`src/sv/infix_to_postfix_converter_defines.svh`:
```
// Assertion macros used by the converter RTL.
`ifndef INFIX_TO_POSTFIX_CONVERTER_DEFINES_SVH
`define INFIX_TO_POSTFIX_CONVERTER_DEFINES_SVH

// Same-cycle implication, checked on every rising edge outside reset.
`define ITP_ASSERT_NOW(label, ante, cons, msg) \
   label: assert property (@(posedge clock) disable iff (reset) (ante) |-> (cons)) \
      else $error(msg);

// Next-cycle implication, checked on every rising edge outside reset.
`define ITP_ASSERT_NEXT(label, ante, cons, msg) \
   label: assert property (@(posedge clock) disable iff (reset) (ante) |=> (cons)) \
      else $error(msg);

`endif

```
`src/sv/itp_pkg.sv`:
```
package itp_pkg;

   // Operator stack geometry
   localparam int STACK_DEPTH = 16;
   localparam int PTR_W       = $clog2(STACK_DEPTH);
   localparam int CNT_W       = $clog2(STACK_DEPTH + 1);

   // Field widths
   localparam int TYPE_W = 2;
   localparam int NUM_W  = 31;
   localparam int OP_W   = 3;
   localparam int KIND_W = 2;
   localparam int ERR_W  = 3;

   // Token types
   localparam logic [TYPE_W-1:0] TYPE_NUMBER   = 2'd0;
   localparam logic [TYPE_W-1:0] TYPE_OPERATOR = 2'd1;
   localparam logic [TYPE_W-1:0] TYPE_END      = 2'd2;

   // Operator codes
   localparam logic [OP_W-1:0] OP_OPEN  = 3'd0;
   localparam logic [OP_W-1:0] OP_CLOSE = 3'd1;
   localparam logic [OP_W-1:0] OP_ADD   = 3'd2;
   localparam logic [OP_W-1:0] OP_SUB   = 3'd3;
   localparam logic [OP_W-1:0] OP_MUL   = 3'd4;
   localparam logic [OP_W-1:0] OP_DIV   = 3'd5;
   localparam logic [OP_W-1:0] OP_POW   = 3'd6;
   localparam logic [OP_W-1:0] OP_BAD   = 3'd7;

   // Result kinds
   localparam logic [KIND_W-1:0] KIND_NUM = 2'd0;
   localparam logic [KIND_W-1:0] KIND_OP  = 2'd1;
   localparam logic [KIND_W-1:0] KIND_OK  = 2'd2;
   localparam logic [KIND_W-1:0] KIND_ERR = 2'd3;

   // Error codes
   localparam logic [ERR_W-1:0] ERR_NONE     = 3'd0;
   localparam logic [ERR_W-1:0] ERR_CLOSE    = 3'd1;
   localparam logic [ERR_W-1:0] ERR_OPEN     = 3'd2;
   localparam logic [ERR_W-1:0] ERR_INVALID  = 3'd3;
   localparam logic [ERR_W-1:0] ERR_OVERFLOW = 3'd4;

   typedef struct packed {
      logic [KIND_W-1:0] kind;
      logic [NUM_W-1:0]  number;
      logic [OP_W-1:0]   oper;
      logic [ERR_W-1:0]  err;
   } result_type;

   // Binding strength: + - weakest, ^ strongest, parentheses none
   function automatic logic [1:0] strength(input logic [OP_W-1:0] op);
      logic [1:0] s;
      case (op)
         OP_ADD, OP_SUB: s = 2'd1;
         OP_MUL, OP_DIV: s = 2'd2;
         OP_POW:         s = 2'd3;
         default:        s = 2'd0;
      endcase
      return s;
   endfunction

   function automatic result_type make_result(input logic [KIND_W-1:0] kind,
                                              input logic [NUM_W-1:0]  number,
                                              input logic [OP_W-1:0]   oper,
                                              input logic [ERR_W-1:0]  err);
      result_type r;
      r.kind   = kind;
      r.number = number;
      r.oper   = oper;
      r.err    = err;
      return r;
   endfunction

endpackage

```
`src/sv/itp_ram.sv`:
```
module itp_ram #(
   parameter int WIDTH = 3,
   parameter int DEPTH = 16
) (
   input  logic                     clock,
   input  logic                     wr_en,
   input  logic [$clog2(DEPTH)-1:0] wr_addr,
   input  logic [WIDTH-1:0]         wr_data,
   input  logic                     rd_en,
   input  logic [$clog2(DEPTH)-1:0] rd_addr,
   output logic [WIDTH-1:0]         rd_data
);

   logic [WIDTH-1:0] mem [DEPTH];
   logic [WIDTH-1:0] rd_data_ff;

   // Write port, registered read port that holds when not enabled
   always_ff @(posedge clock) begin
      if (wr_en) begin
         mem[wr_addr] <= wr_data;
      end
      if (rd_en) begin
         rd_data_ff <= mem[rd_addr];
      end
   end

   assign rd_data = rd_data_ff;

endmodule

```
`src/sv/infix_to_postfix_converter.sv`:
```
// Shunting-yard converter: takes one infix token per req_ transaction (number, operator or
// parenthesis, end mark) and returns the postfix stream on rsp_, with rsp_last set on the
// final result that a token causes; an end mark closes with an ok or an error result unless
// tokens are being dropped after an error, and after an error tokens are dropped until the
// end mark. Operators wait in a 16-entry stack held in a single-port-read RAM with a registered
// read, and the stack top is looked at through that read port one entry per cycle while the
// result staging can take a result. A token passes through accept, execute and hand-over of
// the last result, with a pop step for every stacked entry it examines, and a tail step when a
// pop run empties the stack and a closing result follows; each operator is pushed once and
// popped at most once. New tokens are taken while the final result of the previous token
// still waits in the output register.
`include "infix_to_postfix_converter_defines.svh"

module infix_to_postfix_converter (
   input  logic                       clock,
   input  logic                       reset,
   input  logic                       req_valid,
   output logic                       req_ready,
   input  logic [itp_pkg::TYPE_W-1:0] req_type,
   input  logic [itp_pkg::NUM_W-1:0]  req_number_value,
   input  logic [itp_pkg::OP_W-1:0]   req_operator_code,
   output logic                       rsp_valid,
   input  logic                       rsp_ready,
   output logic [itp_pkg::KIND_W-1:0] rsp_out_kind,
   output logic [itp_pkg::NUM_W-1:0]  rsp_out_number,
   output logic [itp_pkg::OP_W-1:0]   rsp_out_operator,
   output logic [itp_pkg::ERR_W-1:0]  rsp_error_code,
   output logic                       rsp_last
);

   import itp_pkg::*;

   typedef enum logic [4:0] {
      S_IDLE = 5'b00001,
      S_EXEC = 5'b00010,
      S_POP  = 5'b00100,
      S_TAIL = 5'b01000,
      S_FIN  = 5'b10000
   } state_type;

   state_type         state_ff, state_in;
   logic [CNT_W-1:0]  count_ff, count_in;
   logic              disc_ff, disc_in;
   logic [TYPE_W-1:0] tok_type_ff;
   logic [NUM_W-1:0]  tok_num_ff;
   logic [OP_W-1:0]   tok_op_ff;
   result_type        pend_ff, pend_in;
   logic              pend_valid_ff, pend_valid_in;
   result_type        out_ff, out_in;
   logic              out_last_ff, out_last_in;
   logic              out_valid_ff, out_valid_in;

   logic              ram_wr_en;
   logic [PTR_W-1:0]  ram_wr_addr;
   logic              ram_rd_en;
   logic [PTR_W-1:0]  ram_rd_addr;
   logic [OP_W-1:0]   top;

   logic              put_en;
   result_type        put_res;
   logic              fin_en;
   logic              out_free;
   logic              step_ok;
   logic              is_full;
   logic              top_wins;
   logic [CNT_W-1:0]  cnt_m1;
   logic [CNT_W-1:0]  cnt_m2;

   // Operator stack storage
   itp_ram #(
      .WIDTH(OP_W),
      .DEPTH(STACK_DEPTH)
   ) u_stack (
      .clock  (clock),
      .wr_en  (ram_wr_en),
      .wr_addr(ram_wr_addr),
      .wr_data(tok_op_ff),
      .rd_en  (ram_rd_en),
      .rd_addr(ram_rd_addr),
      .rd_data(top)
   );

   // Handshake helpers and stack arithmetic
   assign out_free = !out_valid_ff || rsp_ready;
   assign step_ok  = !pend_valid_ff || out_free;
   assign is_full  = (count_ff == CNT_W'(STACK_DEPTH));
   assign cnt_m1   = count_ff - CNT_W'(1);
   assign cnt_m2   = count_ff - CNT_W'(2);
   assign top_wins = (top != OP_OPEN) &&
                     ((strength(top) > strength(tok_op_ff)) ||
                      ((strength(top) == strength(tok_op_ff)) && (tok_op_ff != OP_POW)));

   assign req_ready = (state_ff == S_IDLE);

   // Sequencer: one stack entry examined per cycle unless the result staging is full, results staged through pend_ff
   always_comb begin
      state_in    = state_ff;
      count_in    = count_ff;
      disc_in     = disc_ff;
      put_en      = 1'b0;
      put_res     = make_result(KIND_NUM, '0, OP_OPEN, ERR_NONE);
      fin_en      = 1'b0;
      ram_rd_en   = 1'b0;
      ram_rd_addr = cnt_m1[PTR_W-1:0];
      ram_wr_en   = 1'b0;
      ram_wr_addr = count_ff[PTR_W-1:0];

      case (state_ff)
         S_IDLE: begin
            if (req_valid) begin
               state_in = S_EXEC;
            end
         end

         S_EXEC: begin
            state_in = S_FIN;
            case (tok_type_ff)
               TYPE_NUMBER: begin
                  if (!disc_ff) begin
                     put_en  = 1'b1;
                     put_res = make_result(KIND_NUM, tok_num_ff, OP_OPEN, ERR_NONE);
                  end
               end
               TYPE_END: begin
                  if (disc_ff) begin
                     disc_in  = 1'b0;
                     count_in = '0;
                  end else if (count_ff == '0) begin
                     put_en  = 1'b1;
                     put_res = make_result(KIND_OK, '0, OP_OPEN, ERR_NONE);
                  end else begin
                     ram_rd_en = 1'b1;
                     state_in  = S_POP;
                  end
               end
               TYPE_OPERATOR: begin
                  if (!disc_ff) begin
                     case (tok_op_ff)
                        OP_OPEN: begin
                           if (is_full) begin
                              put_en   = 1'b1;
                              put_res  = make_result(KIND_ERR, '0, OP_OPEN, ERR_OVERFLOW);
                              count_in = '0;
                              disc_in  = 1'b1;
                           end else begin
                              ram_wr_en = 1'b1;
                              count_in  = count_ff + CNT_W'(1);
                           end
                        end
                        OP_CLOSE: begin
                           if (count_ff == '0) begin
                              put_en  = 1'b1;
                              put_res = make_result(KIND_ERR, '0, OP_OPEN, ERR_CLOSE);
                              disc_in = 1'b1;
                           end else begin
                              ram_rd_en = 1'b1;
                              state_in  = S_POP;
                           end
                        end
                        OP_BAD: begin
                           put_en   = 1'b1;
                           put_res  = make_result(KIND_ERR, '0, OP_OPEN, ERR_INVALID);
                           count_in = '0;
                           disc_in  = 1'b1;
                        end
                        default: begin
                           if (count_ff == '0) begin
                              ram_wr_en = 1'b1;
                              count_in  = CNT_W'(1);
                           end else begin
                              ram_rd_en = 1'b1;
                              state_in  = S_POP;
                           end
                        end
                     endcase
                  end
               end
               default: begin
                  state_in = S_FIN;
               end
            endcase
         end

         S_POP: begin
            if (step_ok) begin
               ram_rd_addr = cnt_m2[PTR_W-1:0];
               case (tok_type_ff)
                  TYPE_OPERATOR: begin
                     if (tok_op_ff == OP_CLOSE) begin
                        count_in = cnt_m1;
                        if (top == OP_OPEN) begin
                           state_in = S_FIN;
                        end else begin
                           put_en  = 1'b1;
                           put_res = make_result(KIND_OP, '0, top, ERR_NONE);
                           if (cnt_m1 == '0) begin
                              state_in = S_TAIL;
                           end else begin
                              ram_rd_en = 1'b1;
                           end
                        end
                     end else if (!top_wins) begin
                        // Stop popping and push the incoming operator, or report overflow if the stack is full
                        state_in = S_FIN;
                        if (is_full) begin
                           put_en   = 1'b1;
                           put_res  = make_result(KIND_ERR, '0, OP_OPEN, ERR_OVERFLOW);
                           count_in = '0;
                           disc_in  = 1'b1;
                        end else begin
                           ram_wr_en = 1'b1;
                           count_in  = count_ff + CNT_W'(1);
                        end
                     end else begin
                        put_en  = 1'b1;
                        put_res = make_result(KIND_OP, '0, top, ERR_NONE);
                        if (cnt_m1 == '0) begin
                           // Stack now empty: the push replaces the popped entry
                           ram_wr_en   = 1'b1;
                           ram_wr_addr = cnt_m1[PTR_W-1:0];
                           state_in    = S_FIN;
                        end else begin
                           count_in  = cnt_m1;
                           ram_rd_en = 1'b1;
                        end
                     end
                  end
                  TYPE_END: begin
                     count_in = cnt_m1;
                     put_en   = 1'b1;
                     if ((top == OP_OPEN) || (top == OP_CLOSE)) begin
                        put_res  = make_result(KIND_ERR, '0, OP_OPEN, ERR_OPEN);
                        count_in = '0;
                        state_in = S_FIN;
                     end else begin
                        put_res = make_result(KIND_OP, '0, top, ERR_NONE);
                        if (cnt_m1 == '0) begin
                           state_in = S_TAIL;
                        end else begin
                           ram_rd_en = 1'b1;
                        end
                     end
                  end
                  default: begin
                     state_in = S_FIN;
                  end
               endcase
            end
         end

         S_TAIL: begin
            // Stack ran empty: close with ok at the end mark, else an unmatched close
            if (step_ok) begin
               put_en   = 1'b1;
               state_in = S_FIN;
               if (tok_type_ff == TYPE_END) begin
                  put_res = make_result(KIND_OK, '0, OP_OPEN, ERR_NONE);
               end else begin
                  put_res = make_result(KIND_ERR, '0, OP_OPEN, ERR_CLOSE);
                  disc_in = 1'b1;
               end
            end
         end

         S_FIN: begin
            if (!pend_valid_ff) begin
               state_in = S_IDLE;
            end else if (out_free) begin
               fin_en   = 1'b1;
               state_in = S_IDLE;
            end
         end

         default: begin
            state_in = S_IDLE;
         end
      endcase
   end

   // Result staging: a held result goes out once the next one, or the token end, is known
   always_comb begin
      out_in        = out_ff;
      out_last_in   = out_last_ff;
      out_valid_in  = out_valid_ff && !rsp_ready;
      pend_in       = pend_ff;
      pend_valid_in = pend_valid_ff;
      if (put_en) begin
         if (pend_valid_ff) begin
            out_in       = pend_ff;
            out_last_in  = 1'b0;
            out_valid_in = 1'b1;
         end
         pend_in       = put_res;
         pend_valid_in = 1'b1;
      end
      if (fin_en) begin
         out_in        = pend_ff;
         out_last_in   = 1'b1;
         out_valid_in  = 1'b1;
         pend_valid_in = 1'b0;
      end
   end

   // Control registers
   always_ff @(posedge clock) begin
      if (reset) begin
         state_ff      <= S_IDLE;
         count_ff      <= '0;
         disc_ff       <= 1'b0;
         pend_valid_ff <= 1'b0;
         out_valid_ff  <= 1'b0;
      end else begin
         state_ff      <= state_in;
         count_ff      <= count_in;
         disc_ff       <= disc_in;
         pend_valid_ff <= pend_valid_in;
         out_valid_ff  <= out_valid_in;
      end
   end

   // Payload registers
   always_ff @(posedge clock) begin
      if (req_valid && req_ready) begin
         tok_type_ff <= req_type;
         tok_num_ff  <= req_number_value;
         tok_op_ff   <= req_operator_code;
      end
      pend_ff     <= pend_in;
      out_ff      <= out_in;
      out_last_ff <= out_last_in;
   end

   assign rsp_valid        = out_valid_ff;
   assign rsp_out_kind     = out_ff.kind;
   assign rsp_out_number   = out_ff.number;
   assign rsp_out_operator = out_ff.oper;
   assign rsp_error_code   = out_ff.err;
   assign rsp_last         = out_last_ff;

   // Checks
   `ITP_ASSERT_NOW(a_pop_nonempty, state_ff == S_POP, count_ff != '0, "pop on empty stack")
   `ITP_ASSERT_NOW(a_idle_drained, req_ready, !pend_valid_ff, "new token with result held")
   `ITP_ASSERT_NOW(a_write_in_range, ram_wr_en, !is_full && (state_ff != S_TAIL),
                   "stack write beyond depth")
   `ITP_ASSERT_NEXT(a_error_discards, put_en && (put_res.kind == KIND_ERR) && (put_res.err != ERR_OPEN),
                    disc_ff && (count_ff == '0), "error without discard")

endmodule
```
`config.mk`:
```
export PLATFORM = sky130hd
export DESIGN_NAME = infix_to_postfix_converter
export DESIGN_NICKNAME = d
export VERILOG_FILES = /design/src/sv/itp_pkg.sv /design/src/sv/itp_ram.sv /design/src/sv/infix_to_postfix_converter.sv
export VERILOG_INCLUDE_DIRS = /design/src /design/src/sv
export SDC_FILE = /design/constraint.sdc
export NUM_CORES = 1
export LEC_CHECK = 0
export ABC_AREA = 1
export BUFFER_PORTS_ARGS = -buffer_cell sky130_fd_sc_hd__buf_2
export CORE_MARGIN = 5
export CORE_UTILIZATION = 40
export CTS_CLUSTER_SIZE = 12
export DETAILED_ROUTE_END_ITERATION = 8
export GPL_ROUTABILITY_DRIVEN = 0
export RECOVER_POWER = 50
export REMOVE_ABC_BUFFERS = 1
export SYNTH_ARGS = -nofsm -noshare
export SYNTH_HDL_FRONTEND = slang
export SYNTH_HIERARCHICAL = 1
export SYNTH_SLANG_ARGS = --single-unit
```
`constraint.sdc`:
```
create_clock -name clock -period 4.24 [get_ports clock]
set_clock_uncertainty 0.2 [all_clocks]
set_input_delay 0.212 -clock clock [delete_from_list [all_inputs] [get_ports clock]]
set_output_delay 0.212 -clock clock [all_outputs]
set_load 0.02 [all_outputs]
```
==> results.toml <==
[setup_path]
endpoint_kind = "register"
crit_type = "register to register"
start_kind = "register"
critPathSlowestCell = "clkbuf_1"
cp.required_ns = 4.14
critPathMaxStageDelay_ns = 0.67
arrival_ns = 3.12
path_max_fanout = 19
crit_chain = "clkbuf_1, nor2_1, nand2_1, nand3_1, nand2_1, inv_1, o41ai_2, nand3_1, nor2_1"

[sta]
final.period_utilization_pct = 75.86
setup_tns_ns = 0
hold_violations = 0
rsz0062_at_grt = "false"
max_freq_mhz = 310.9
worst_slack_ns = 1.024
setup_viol = 0
worstMarginPinSlew_ns = 1.874
drv_slew = 37
relSlewSlack_pct = -25.08
period_needed_ns = 3.216

[routing]
ant_nets = 0
wl_microns = 16200
via_per_inst = 4.551
wire_per_inst_microns = 14.24
drt_iter0_drc = 311
first_pass_iters = 5
vias = 5175
drc = 0

[yosys]
ys_seq_area_share_pct = 67.55
syn_area_per_cell_sq_um = 10.72
netlist.area_leader.share_pct = 63.93
syn_inst = 723
synth_top_cell_by_area = "edfxtp_1"
syn_area_sq_um = 7750
synth-async-reset-ratio_pct = 0
synth_edf_count = 165
synth_ff_type = "edfxtp_1"
synth.area.top_cells = "edfxtp_1 (64%), nand2_1 (7.8%), inv_1 (5.6%), nor2_1 (4.5%), nand3_1 (4.1%)"
ys_ff_latch = 179
synth_cell_type_count = 41
yosysWarningCount = 6

[floorplanning]
rows = 51
die_y_microns = 149.2
ioPinCount = 82
dieArea_sq_um = 22260
die_x_microns = 149.2
start_util_pct = 40.22
core_area_sq_um = 19270

[clock_tree]
cts_setup_buffers = 0
htreeDepth = 4
cts_resized = 0
numCtsBuffers = 17
clkTransAtPathRegs_ns = 0.07
tritoncts = "yes"
ctsHoldBuffers = 39
cts_buffer_depth = 2
insertion_delay_ns = 0.43
root_buffer = "clkbuf_16"
cts_num_sinks = 179

[global_routing]
grt_max_degree = 40
grt_pass1_vias = 4910
grt_first_pass_wirelength_microns = 25640
grt-ovfl-total = 0
antenna_found_initial = 0
grt_util_all_layers_pct = 14.85

[cells_and_area]
fillCellCount = 1786
fin_area_sq_um = 9376
nNetsFinal = 911
syn_to_final_growth_pct = 20.99
antenna_cells = 0
drive_gt1_share_pct = 10.78

[run_status]
status = "complete, but fails checks"
violations = "max-capacitance violations, max-slew violations"

[placed_design]
place_ws_ns = 1.134
post_dp_cell_area_sq_um = 8479
post-dp-hpwl_microns = 11170
io_buffers = 81

[power_and_ir_drop]
power_leakage_nw = 3.836
ir_drop_mv = 0.2831
pwr_density_cell_nw_per_um2 = 407.5

[min_path]
hold_path.class = "register to register"

[run]
cap_violations = 1
-- power by group --
part           leakage (nW)  total [W]  internal, W  switching (W)
registers              1.59    0.00199      0.00197      0.0000153
logic                  1.96   0.000294     0.000103       0.000192
clock network         0.288    0.00154     0.000792       0.000748
total                  3.84    0.00382      0.00287       0.000955
-- through the flow --
step	utilization (%)	instances	power (W)	hold WS, ns
5_1_grt	48.66	1137	0.003964	0.2225
3_3_place_gp	44.00	1066	0.002297	0.1894
3_5_place_dp	44.00	1066	0.002297	0.1901
4_1_cts	49.10	1137	0.003865	0.2202
6_report	48.66	1137	0.003821	0.2189
2_1_floorplan	-	711	0.002199	0.08107
-- routing by layer --
layer	track usage, %	vias to the layer above	wire length, microns
met5	0	-	0
met4	5.721	0	412
met3	2.947	29	518
met2	23.53	121	7565
met1	20.29	2381	7699
li1	-	2644	-
-- state kept, by name (all words and copies together) (netlist names), 3 cells and up --
name	cells
tok_num_ff	31
state_ff	5
rsp_error_code	3
count_ff	5
rsp_out_number	31
rsp_out_operator	3
tok_op_ff	3
u_stack/mem	48
u_stack/rd_data	3
pend_ff	39
-- layout by cell type (no fill, tap or decap), types with 2 or more instances in the layout --
cell / count
xor2_1: 5
dfxtp_1: 14
inv_6: 4
clkbuf_1: 53
nand2_2: 7
o21ai_0: 17
o21a_1: 2
clkinv_2: 2
clkbuf_16: 17
nand3_1: 64
inv_8: 3
clkinv_8: 5
nand2_1: 161
o22ai_1: 5
inv_1: 116
nand3b_1: 2
inv_2: 4
dlygate4sd3_1: 39
nor2_1: 93
buf_4: 7
nor3_1: 3
nor2_2: 6
ha_1: 12
nand4_1: 5
nor3_2: 2
a21oi_1: 11
buf_2: 28
edfxtp_1: 165
-- path summary, 6_finish.rpt --
| check | from | endpoint | slack (ns) | cells past startpoint |
|---|---|---|---|---|
| worst max-delay path | tok_op_ff[0] | u_stack/mem[15][0] | 1.02 | 9 |
| worst min-delay path | pend_ff[5] | rsp_out_operator[2] | 0.22 | 0 |
| worst max register to register | tok_op_ff[0] | u_stack/mem[15][0] | 1.02 | 9 |
| worst min register to register | pend_ff[5] | rsp_out_operator[2] | 0.22 | 0 |
-- worst max-delay path: cells and delay by family, from the launching register on --
kind,cells,cell delay (ns)
AO/OA/AOI/OAI,1,0.48
buffers and inverters,2,0.74
flip-flops,1,0.39
AND/OR/NAND/NOR,6,1.09
-- synth_stat cells (all sizes together) (5+ instances only) --
cell	n
nor3	5
o21ai	18
edfxtp	165
nand3	65
dfxtp	14
buf	9
nand4	5
ha	12
nand2	169
inv	121
o22ai	5
a21oi	11
nor2	100
xor2	6
-- cell families (layout without fill, tap and decap cells) --
| kind of cell | count (synthesis) | after routing | share of synthesized area (%) |
|---|---|---|---|
| XOR/XNOR | 7 | 7 | 0.8880 |
| buffers and inverters | 134 | 283 | 7.039 |
| AND/OR/NAND/NOR | 348 | 348 | 19.28 |
| AO/OA/AOI/OAI | 43 | 43 | 3.310 |
| adder cells (fa/ha/maj) | 12 | 12 | 1.937 |
| flip-flops | 179 | 179 | 67.55 |
-- layout make-up --
cell class | instances | area, sq um | share of cell area [%]
clock buffer | 17 | 425.4 | 4.537
clock inverter | 15 | 167.7 | 1.788
inverter | 122 | 460.4 | 4.911
multi-input combinational | 410 | 1966 | 20.96
sequential | 179 | 5235 | 55.83
tap | 265 | 331.6 | 3.536
timing repair buffer | 129 | 790.8 | 8.433
No activity file was read; power rests on OpenSTA's default activity.
